### src/sv/hnc_pkg.sv
// Package with shared types, constants and functions of the Hangul NFC composer.
package hnc_pkg;

  localparam logic [20:0] JAMO_L_BASE = 21'h01100;
  localparam logic [20:0] JAMO_L_END  = 21'h01113;
  localparam logic [20:0] JAMO_V_BASE = 21'h01161;
  localparam logic [20:0] JAMO_V_END  = 21'h01176;
  localparam logic [20:0] JAMO_T_BASE = 21'h011A7;
  localparam logic [20:0] JAMO_T_END  = 21'h011C3;
  localparam logic [20:0] SYL_BASE    = 21'h0AC00;
  localparam logic [20:0] SYL_END     = 21'h0D7A4;
  localparam logic [14:0] SYL_N_CNT   = 15'd588;
  localparam logic [9:0]  JAMO_T_CNT  = 10'd28;

  localparam int unsigned BurstLen = 7;

  typedef enum logic [1:0] {
    HOLD_NONE = 2'd0,
    HOLD_L    = 2'd1,
    HOLD_LV   = 2'd2
  } hold_kind_e;

  // Shortest-form UTF-8 encoding of one code point; bytes[0] goes out first.
  typedef struct packed {
    logic [3:0][7:0] bytes;
    logic [2:0]      len;
  } enc_t;

  // Output bytes caused by one input item; bytes[0] goes out first.
  typedef struct packed {
    logic [BurstLen-1:0][7:0] bytes;
    logic [2:0]               count;
  } burst_t;

  function automatic enc_t enc_code(input logic [20:0] c);
    enc_t e;
    e.bytes = '0;
    if (c < 21'h00080) begin
      e.bytes[0] = c[7:0];
      e.len      = 3'd1;
    end else if (c < 21'h00800) begin
      e.bytes[0] = {3'b110, c[10:6]};
      e.bytes[1] = {2'b10, c[5:0]};
      e.len      = 3'd2;
    end else if (c < 21'h10000) begin
      e.bytes[0] = {4'b1110, c[15:12]};
      e.bytes[1] = {2'b10, c[11:6]};
      e.bytes[2] = {2'b10, c[5:0]};
      e.len      = 3'd3;
    end else begin
      e.bytes[0] = {5'b11110, c[20:18]};
      e.bytes[1] = {2'b10, c[17:12]};
      e.bytes[2] = {2'b10, c[11:6]};
      e.bytes[3] = {2'b10, c[5:0]};
      e.len      = 3'd4;
    end
    return e;
  endfunction

  function automatic logic is_l(input logic [20:0] c);
    return (c >= JAMO_L_BASE) && (c < JAMO_L_END);
  endfunction

  function automatic logic is_v(input logic [20:0] c);
    return (c >= JAMO_V_BASE) && (c < JAMO_V_END);
  endfunction

  function automatic logic is_t(input logic [20:0] c);
    return (c > JAMO_T_BASE) && (c < JAMO_T_END);
  endfunction

  // A precomposed LV syllable has an offset from the syllable base that is a
  // multiple of 28: a multiple of 4 whose quarter is a multiple of 7. The
  // test by 7 sums octal digits, since 8 is one more than 7.
  function automatic logic is_lv(input logic [20:0] c);
    logic [20:0] off;
    logic [11:0] q;
    logic [4:0]  s1;
    logic [3:0]  s2;
    off = c - SYL_BASE;
    q   = off[13:2];
    s1  = 5'(q[2:0]) + 5'(q[5:3]) + 5'(q[8:6]) + 5'(q[11:9]);
    s2  = 4'(s1[2:0]) + 4'(s1[4:3]);
    return (c >= SYL_BASE) && (c < SYL_END) && (off[1:0] == 2'b00) &&
           ((s2 == 4'd0) || (s2 == 4'd7));
  endfunction

endpackage

### src/sv/hnc_in_if.sv
// Input byte channel: valid/ready handshake with opcode and data byte.
interface hnc_in_if;
  logic       valid;
  logic       ready;
  logic       opcode;
  logic [7:0] data_byte;

  modport source (output valid, output opcode, output data_byte, input ready);
  modport sink   (input valid, input opcode, input data_byte, output ready);
endinterface

### src/sv/hnc_out_if.sv
// Output byte channel: valid/ready handshake with output byte and last flag.
interface hnc_out_if;
  logic       valid;
  logic       ready;
  logic [7:0] out_byte;
  logic       run_last;

  modport source (output valid, output out_byte, output run_last, input ready);
  modport sink   (input valid, input out_byte, input run_last, output ready);
endinterface

### src/sv/hnc_decode.sv
// UTF-8 decoder with Hangul cluster state and burst building for one byte.
module hnc_decode import hnc_pkg::*; (
  input  logic       clk_i,
  input  logic       rst_ni,
  input  logic       accept_i,
  input  logic       opcode_i,
  input  logic [7:0] data_byte_i,
  output burst_t     burst_o
);

  logic [20:0] pc_q, pc_d;
  logic [1:0]  bn_q, bn_d;
  hold_kind_e  hk_q, hk_d;
  logic [15:0] hc_q, hc_d;

  logic [20:0] cont_code;
  logic [20:0] code;
  logic [20:0] out_code;
  logic        take;
  logic        held;
  logic        rel;
  logic        emit_code;
  logic        emit_raw;
  logic [15:0] l_diff;
  logic [20:0] v_diff;
  logic [20:0] t_diff;
  logic [14:0] l_off;
  logic [9:0]  v_off;
  logic [15:0] syl;
  enc_t        enc_a;
  enc_t        enc_b;
  logic [3:0][7:0] sec_bytes;
  logic [2:0]  sec_len;

  assign cont_code = {pc_q[14:0], data_byte_i[5:0]};
  assign code      = (bn_q != 2'd0) ? cont_code : {13'd0, data_byte_i};
  assign held      = (hk_q == HOLD_L) || (hk_q == HOLD_LV);

  // LV composition from the held L jamo and the incoming vowel.
  assign l_diff = hc_q - JAMO_L_BASE[15:0];
  assign v_diff = code - JAMO_V_BASE;
  assign t_diff = code - JAMO_T_BASE;
  assign l_off  = 15'(l_diff[4:0]) * SYL_N_CNT;
  assign v_off  = 10'(v_diff[4:0]) * JAMO_T_CNT;
  assign syl    = SYL_BASE[15:0] + 16'(l_off) + 16'(v_off);

  always_comb begin
    pc_d      = pc_q;
    bn_d      = bn_q;
    hk_d      = hk_q;
    hc_d      = hc_q;
    take      = 1'b0;
    rel       = 1'b0;
    emit_code = 1'b0;
    emit_raw  = 1'b0;
    out_code  = code;

    if (opcode_i) begin
      rel  = held;
      hk_d = HOLD_NONE;
      hc_d = '0;
      pc_d = '0;
      bn_d = '0;
    end else if (bn_q != 2'd0) begin
      pc_d = cont_code;
      bn_d = bn_q - 2'd1;
      if (bn_q == 2'd1) begin
        pc_d = '0;
        take = 1'b1;
      end
    end else if (!data_byte_i[7]) begin
      take = 1'b1;
    end else if (data_byte_i[7:5] == 3'b110) begin
      pc_d = {16'd0, data_byte_i[4:0]};
      bn_d = 2'd1;
    end else if (data_byte_i[7:4] == 4'b1110) begin
      pc_d = {17'd0, data_byte_i[3:0]};
      bn_d = 2'd2;
    end else if (data_byte_i[7:3] == 5'b11110) begin
      pc_d = {18'd0, data_byte_i[2:0]};
      bn_d = 2'd3;
    end else begin
      // Lone continuation byte or F8..FF passes through raw.
      rel      = held;
      hk_d     = HOLD_NONE;
      hc_d     = '0;
      emit_raw = 1'b1;
    end

    if (take) begin
      priority if ((hk_q == HOLD_L) && is_v(code)) begin
        hc_d = syl;
        hk_d = HOLD_LV;
      end else if ((hk_q == HOLD_LV) && is_t(code)) begin
        out_code  = {5'd0, hc_q + 16'(t_diff[4:0])};
        emit_code = 1'b1;
        hk_d      = HOLD_NONE;
        hc_d      = '0;
      end else begin
        rel = held;
        priority if (is_l(code)) begin
          hk_d = HOLD_L;
          hc_d = code[15:0];
        end else if (is_lv(code)) begin
          hk_d = HOLD_LV;
          hc_d = code[15:0];
        end else begin
          hk_d      = HOLD_NONE;
          hc_d      = '0;
          emit_code = 1'b1;
        end
      end
    end
  end

  // The held cluster always encodes in three bytes; the second piece follows.
  assign enc_a = enc_code({5'd0, hc_q});
  assign enc_b = enc_code(out_code);

  always_comb begin
    sec_bytes = '0;
    sec_len   = 3'd0;
    if (emit_raw) begin
      sec_bytes[0] = data_byte_i;
      sec_len      = 3'd1;
    end else if (emit_code) begin
      sec_bytes = enc_b.bytes;
      sec_len   = enc_b.len;
    end

    burst_o.bytes = '0;
    if (rel) begin
      burst_o.bytes[0] = enc_a.bytes[0];
      burst_o.bytes[1] = enc_a.bytes[1];
      burst_o.bytes[2] = enc_a.bytes[2];
      burst_o.bytes[3] = sec_bytes[0];
      burst_o.bytes[4] = sec_bytes[1];
      burst_o.bytes[5] = sec_bytes[2];
      burst_o.bytes[6] = sec_bytes[3];
      burst_o.count    = 3'd3 + sec_len;
    end else begin
      burst_o.bytes[0] = sec_bytes[0];
      burst_o.bytes[1] = sec_bytes[1];
      burst_o.bytes[2] = sec_bytes[2];
      burst_o.bytes[3] = sec_bytes[3];
      burst_o.count    = sec_len;
    end
  end

  always_ff @(posedge clk_i or negedge rst_ni) begin
    if (!rst_ni) begin
      pc_q <= '0;
      bn_q <= '0;
      hk_q <= HOLD_NONE;
      hc_q <= '0;
    end else if (accept_i) begin
      pc_q <= pc_d;
      bn_q <= bn_d;
      hk_q <= hk_d;
      hc_q <= hc_d;
    end
  end

  a_flush_clears: assert property (@(posedge clk_i) disable iff (!rst_ni)
    (accept_i && opcode_i) |=> ((bn_q == 2'd0) && (hk_q == HOLD_NONE) && (pc_q == '0)))
    else $error("flush did not return the decoder state to reset");

  a_held_l_range: assert property (@(posedge clk_i) disable iff (!rst_ni)
    (hk_q == HOLD_L) |-> ((hc_q >= JAMO_L_BASE[15:0]) && (hc_q < JAMO_L_END[15:0])))
    else $error("held leading jamo out of range");

  a_held_lv_range: assert property (@(posedge clk_i) disable iff (!rst_ni)
    (hk_q == HOLD_LV) |-> ((hc_q >= SYL_BASE[15:0]) && (hc_q < SYL_END[15:0])))
    else $error("held LV syllable out of range");

endmodule

### src/sv/hnc_burst_out.sv
// Output burst register that shifts one byte out per transfer.
module hnc_burst_out import hnc_pkg::*; (
  input  logic       clk_i,
  input  logic       rst_ni,
  input  logic       load_i,
  input  burst_t     burst_i,
  input  logic       out_ready_i,
  output logic       out_valid_o,
  output logic [7:0] out_byte_o,
  output logic       run_last_o,
  output logic       free_o
);

  logic [BurstLen-1:0][7:0] bytes_q, bytes_d;
  logic [2:0]               rem_q, rem_d;
  logic                     xfer;
  logic                     last;

  assign out_valid_o = (rem_q != 3'd0);
  assign last        = (rem_q == 3'd1);
  assign xfer        = out_valid_o && out_ready_i;
  assign out_byte_o  = bytes_q[0];
  assign run_last_o  = last;
  assign free_o      = !out_valid_o || (xfer && last);

  always_comb begin
    bytes_d = bytes_q;
    rem_d   = rem_q;
    if (load_i) begin
      bytes_d = burst_i.bytes;
      rem_d   = burst_i.count;
    end else if (xfer) begin
      bytes_d = {8'd0, bytes_q[BurstLen-1:1]};
      rem_d   = rem_q - 3'd1;
    end
  end

  always_ff @(posedge clk_i) begin
    bytes_q <= bytes_d;
  end

  always_ff @(posedge clk_i or negedge rst_ni) begin
    if (!rst_ni) begin
      rem_q <= '0;
    end else begin
      rem_q <= rem_d;
    end
  end

  a_load_when_free: assert property (@(posedge clk_i) disable iff (!rst_ni)
    load_i |-> ((rem_q == 3'd0) || (out_ready_i && (rem_q == 3'd1))))
    else $error("burst loaded over undelivered bytes");

  a_shift_order: assert property (@(posedge clk_i) disable iff (!rst_ni)
    (xfer && !last && !load_i) |=> (out_valid_o && (out_byte_o == $past(bytes_q[1]))))
    else $error("burst bytes not delivered in order");

  a_drain_idle: assert property (@(posedge clk_i) disable iff (!rst_ni)
    (xfer && last && !load_i) |=> !out_valid_o)
    else $error("output still valid after final transfer");

endmodule

### src/sv/hangul_nfc_compose_utf8_stream_top.sv
// Top level of the Hangul NFC composing UTF-8 stream normalizer.
// The first output byte of an accepted input byte is valid in the cycle after its transfer.
// One input byte per cycle while the output is ready and each causes at most one output byte;
// an item causing N output bytes (up to 7) stalls input until the single output register drains.
// Reset (rst_ni, asynchronous, active low) clears the decoder and hold state and empties the
// output register; no clearing pass is needed.
module hangul_nfc_compose_utf8_stream_top import hnc_pkg::*; (
  input  logic      clk_i,
  input  logic      rst_ni,
  hnc_in_if.sink    in_i,
  hnc_out_if.source out_o
);

  // A transfer on the input side is taken whenever the output register is empty or is
  // handing over its final byte in the same cycle, so single-byte results stream at full rate.
  logic   in_xfer;
  logic   load;
  logic   free;
  burst_t burst;

  assign in_i.ready = free;
  assign in_xfer    = in_i.valid && free;

  // The decoder updates the UTF-8 and Hangul cluster state on each transfer and builds the
  // bytes that this input item causes, in delivery order.
  hnc_decode u_decode (
    .clk_i       (clk_i),
    .rst_ni      (rst_ni),
    .accept_i    (in_xfer),
    .opcode_i    (in_i.opcode),
    .data_byte_i (in_i.data_byte),
    .burst_o     (burst)
  );

  // Items that cause no output, such as lead bytes or a held jamo, leave the output
  // register untouched.
  assign load = in_xfer && (burst.count != 3'd0);

  hnc_burst_out u_burst_out (
    .clk_i       (clk_i),
    .rst_ni      (rst_ni),
    .load_i      (load),
    .burst_i     (burst),
    .out_ready_i (out_o.ready),
    .out_valid_o (out_o.valid),
    .out_byte_o  (out_o.out_byte),
    .run_last_o  (out_o.run_last),
    .free_o      (free)
  );

endmodule
### src/flat_wrapper.sv
// flat-port wrapper written by rule: the top's interface ports become plain ports
module hangul_nfc_compose_utf8_stream_top_flat import hnc_pkg::*;
  (clk_i, rst_ni, in_i_valid, in_i_opcode, in_i_data_byte, in_i_ready, out_o_valid, out_o_out_byte, out_o_run_last, out_o_ready);
  hnc_in_if in_i_i ();
  hnc_out_if out_o_i ();
  input  logic clk_i;
  input  logic rst_ni;
  input wire logic [$bits(in_i_i.valid)-1:0] in_i_valid;
  input wire logic [$bits(in_i_i.opcode)-1:0] in_i_opcode;
  input wire logic [$bits(in_i_i.data_byte)-1:0] in_i_data_byte;
  output wire logic [$bits(in_i_i.ready)-1:0] in_i_ready;
  output wire logic [$bits(out_o_i.valid)-1:0] out_o_valid;
  output wire logic [$bits(out_o_i.out_byte)-1:0] out_o_out_byte;
  output wire logic [$bits(out_o_i.run_last)-1:0] out_o_run_last;
  input wire logic [$bits(out_o_i.ready)-1:0] out_o_ready;
  assign in_i_i.valid = in_i_valid;
  assign in_i_i.opcode = in_i_opcode;
  assign in_i_i.data_byte = in_i_data_byte;
  assign in_i_ready = in_i_i.ready;
  assign out_o_valid = out_o_i.valid;
  assign out_o_out_byte = out_o_i.out_byte;
  assign out_o_run_last = out_o_i.run_last;
  assign out_o_i.ready = out_o_ready;
  hangul_nfc_compose_utf8_stream_top u_core (.clk_i(clk_i), .rst_ni(rst_ni), .in_i(in_i_i), .out_o(out_o_i));
endmodule
### config.mk
export PLATFORM = sky130hd
export DESIGN_NAME = hangul_nfc_compose_utf8_stream_top_flat
export DESIGN_NICKNAME = d
export VERILOG_FILES = /design/src/sv/hnc_pkg.sv /design/src/sv/hnc_in_if.sv /design/src/sv/hnc_out_if.sv /design/src/sv/hnc_decode.sv /design/src/sv/hnc_burst_out.sv /design/src/sv/hangul_nfc_compose_utf8_stream_top.sv /design/src/flat_wrapper.sv
export SDC_FILE = /design/constraint.sdc
export NUM_CORES = 1
export LEC_CHECK = 0
export ABC_AREA = 0
export BUFFER_PORTS_ARGS = -buffer_cell sky130_fd_sc_hd__clkbuf_2
export CAP_MARGIN = 40
export CORE_ASPECT_RATIO = 0.6
export CORE_MARGIN = 10
export CORE_UTILIZATION = 32
export CTS_BUF_LIST = sky130_fd_sc_hd__clkbuf_8
export CTS_CLUSTER_DIAMETER = 200
export DETAILED_ROUTE_END_ITERATION = 12
export HOLD_SLACK_MARGIN = 0.12
export PLACE_DENSITY = 0.52
export REMOVE_ABC_BUFFERS = 1
export SYNTH_ARGS = -nofsm -noshare
export SYNTH_HDL_FRONTEND = slang
export SYNTH_SLANG_ARGS = --single-unit
### constraint.sdc
create_clock -name clk_i -period 10.8 [get_ports clk_i]
set_input_delay 1.62 -clock clk_i [delete_from_list [all_inputs] [get_ports clk_i]]
set_output_delay 1.62 -clock clk_i [all_outputs]
set_load 0.005 [all_outputs]
==> flow_summary_export.csv <==
group,metric,value,unit
status,status,"finished clean",
power_and_ir_drop,pwr-share-seq,36.0,%
power_and_ir_drop,p_leak,0.00371,uW
global_routing,antenna_found_initial,0,
timing,rsz0062_at_grt,"false",
layout,area_growth,5.95,%
floorplanning,row_count,45,
setup_path,ff2ff_path_depth,28,
layout,fin_cells,1262,
timing,finalSetupTns,0,ps
power_and_ir_drop,sw_frac_of_total,42.1,%
timing,hold_viol,0,
synthesis,synthFlopType,"edfxtp_1",
synthesis,ys_types,83,
drt,wirelength,27.7,mm
global_routing,grt_start_max_net_pins,54,
hold_path,worst_hold_path.num_cells,2,
layout,final_util,34.8,%
cts,cts_root_buffer,"clkbuf_8",
cts,cts_tree,"yes",
setup_path,critPathCaptureType,"flop",
floorplanning,ios,24,
power_and_ir_drop,max-vdd-ir-drop,118,uV
setup_path,ff2ff_setup_slack,2420,ps
floorplanning,start_util,32.9,%
setup_path,critical_path_required,10940,ps
drt,drc,0,
layout,multi_input_area,5350,um2
synthesis,synth_warnings,0,
setup_path,cp-endpoint,"u_core.u_burst_out.out_byte_o[3]",
placement,place_congestion,0.951,
power_and_ir_drop,p_clk_share,13.6,%
synthesis,synth_enable_flop_cells,53,
layout,final_common_cell,"nand2_1",
synthesis,yosysSeqAreaShare,30.2,%
global_routing,grt_pass1_wl,42.7,mm
timing,period_minus_slack,8780,ps
layout,final_cell_mix,"nand2_1, o21ai_0, ha_1",
global_routing,grt_pass1_vias,6702,
hold_path,min_path_type,"flop to flop",
synthesis,synth_top_area_share,18.9,%
floorplanning,die_area,33400,um2
timing,fin_crit_sh,81.3,%
synthesis,synth_seq_cells,91,
timing,hold_slack,534,ps
layout,regArea,2540,um2
layout,num_antenna_cells,0,
setup_path,path_class,"input pin to flop",
cts,cts_resized,0,
cts,hold_buffers,0,
drt,vias,7130,
synthesis,postSynthCellCount,928,
cts,htree_levels,3,
cts,clk_path_buf_depth,2,
hold_path,hp-start,"u_core.u_decode.hk_q[0]",
cts,clock_latency,400,ps
setup_path,worstPathArrival,8920,ps
timing,fin_skew,22.6,ps
placement,dp_hpwl,21.2,mm
cts,path_clk_slew,110,ps
cts,cts_sinks,91,
drt,wire_per_inst,22.0,um
global_routing,grt.total_usage,16.3,%
synthesis,synth.avg_cell_area,9.08,um2
power_and_ir_drop,p_comb_share,50.4,%
layout,n_fill_cell,2668,
timing,worst_pin_slew,798,ps
global_routing,grt.overflow.total,0,
setup_path,crit_fanout,28,
drt,drtIter0Drc,798,
power_and_ir_drop,p_int,1010,uW
run,cap_violations,0,
layout,finalNetCount,988,
setup_path,r2r-start,"u_core.u_decode.bn_q[0]",
timing,fmax,114,MHz
timing,setup_viol,0,
floorplanning,core,25600,um2
setup_path,startpoint,"in_i_data_byte[6]",
synthesis,synthTopCellsByArea,"edfxtp_1, dfrtp_1, ha_1",
synthesis,async_flop_share,41.8,%
cts,cts_setup_buffers,0,
timing,slew-limit-headroom,46.6,%
power_and_ir_drop,p_sw,736,uW
floorplanning,die_w,229,um
power_and_ir_drop,p_per_area,196,nW/um2
synthesis,syn-cell-area,8430,um2
setup_path,r2r-end,"u_core.u_burst_out.out_byte_o[3]",
drt,viasPerCell,5.65,
layout,drive_above_1_share,12.7,%
floorplanning,die_h,146,um
cts,cts_buffers,9,
drt,dr.pass1.iters,5,
placement,dp_cells,1247,
setup_path,critPathLaunchType,"input pin",
synthesis,yosysTopAreaCell,"edfxtp_1",
placement,io_buffers,23,
timing,slew_viol_final,0,
drt,antenna_left,0,
[metal layers]
metal	part of all wire, %	GRT usage [%]	routed length, um	vias to the layer above
met5	0	0	0	-
met4	0.54	1.81	150	0
met3	12	6.77	3390	14
met2	35	19.5	9830	323
met1	52	25.9	14400	3451
li1	-	-	-	3342
[sequential cells by signal, summed over array words and instances (netlist names)]
| signal | count |
|---|---|
| u_core.u_burst_out.bytes_q | 45 |
| u_core.u_burst_out.rem_q | 3 |
| u_core.u_decode.hc_q | 16 |
| u_core.u_decode.hk_q | 2 |
| u_core.u_decode.bn_q | 2 |
| u_core.u_decode.pc_q | 15 |
| u_core.u_burst_out.out_byte_o | 8 |
[power by group through the flow]
stage               clock (uW)  sequential (uW)  combinational, uW
floorplan                    0              602                621
global placement             0              631                857
detailed placement           0              634                863
CTS                        244              627                868
global route               256              643                963
finish                     237              628                881
[how the worst min path moves through the flow]
stage / endpoint / slack, ps
CTS: u_core.u_decode.hk_q[0] / 530
global placement: u_core.u_decode.hk_q[0] / 500
floorplan: u_core.u_decode.hk_q[1] / 460
global route: u_core.u_burst_out.bytes_q[15] / 570
detailed placement: u_core.u_decode.hk_q[0] / 510
finish: u_core.u_decode.hk_q[0] / 530
[kinds of logic after synthesis]
logic type                 Yosys count  share of synthesized area [%]
muxes                               62                           9.36
xor gates and xnor gates            48                           4.99
AOI/OAI and AO/OA                  255                           20.8
and+or+nand+nor                    283                           16.8
DFF                                 91                           30.2
buffers and inverters              120                           6.53
adders and majority gates           69                           11.3
[layout make-up]
class | count | area share [%]
clock buffers | 9 | 1.39
clock inverters | 6 | 0.659
inverters | 52 | 2.19
multi-input cells | 717 | 59.9
flip-flops and latches | 91 | 28.5
well taps | 352 | 4.93
repair buffers | 35 | 2.48
[per-stage QoR]
step | instance area, um2 | total power, uW | setup WS, ps
global placement | 8700 | 1490 | 1840
global route | 8930 | 1860 | 1670
CTS | 8930 | 1740 | 2120
finish | 8930 | 1750 | 2020
floorplan | 8070 | 1220 | 2120
detailed placement | 8740 | 1500 | 1720
[worst max-delay path: stages]
cell      delay [ps]
clkbuf_2         150
mux2i_2          340
inv_2            140
fa_1             500
inv_1             60
fa_1             530
inv_1             40
ha_1             220
fa_1             380
xor2_1           160
ha_1             230
fa_1             450
or2_2            280
mux2i_1          170
a21bo_2          260
o41ai_4          580
or3_1            470
nor2_4            60
and2_1           180
nor2_1           100
ha_1             230
or3_1            150
o211ai_2          90
a31o_2           300
o21ai_4          260
buf_4            560
mux2_2           390
[synth_stat cells, types with 16 or more instances]
library cell,number
nor2_1,56
inv_1,50
mux2_4,31
mux2i_1,23
o21ai_0,65
edfxtp_1,53
nand2_1,101
nand3_1,17
xnor2_1,24
nor3_1,29
clkbuf_1,36
a21oi_1,40
a21o_1,16
dfrtp_1,38
ha_1,57
xor2_1,24
Note: power is estimated with default switching activity, not from simulation.
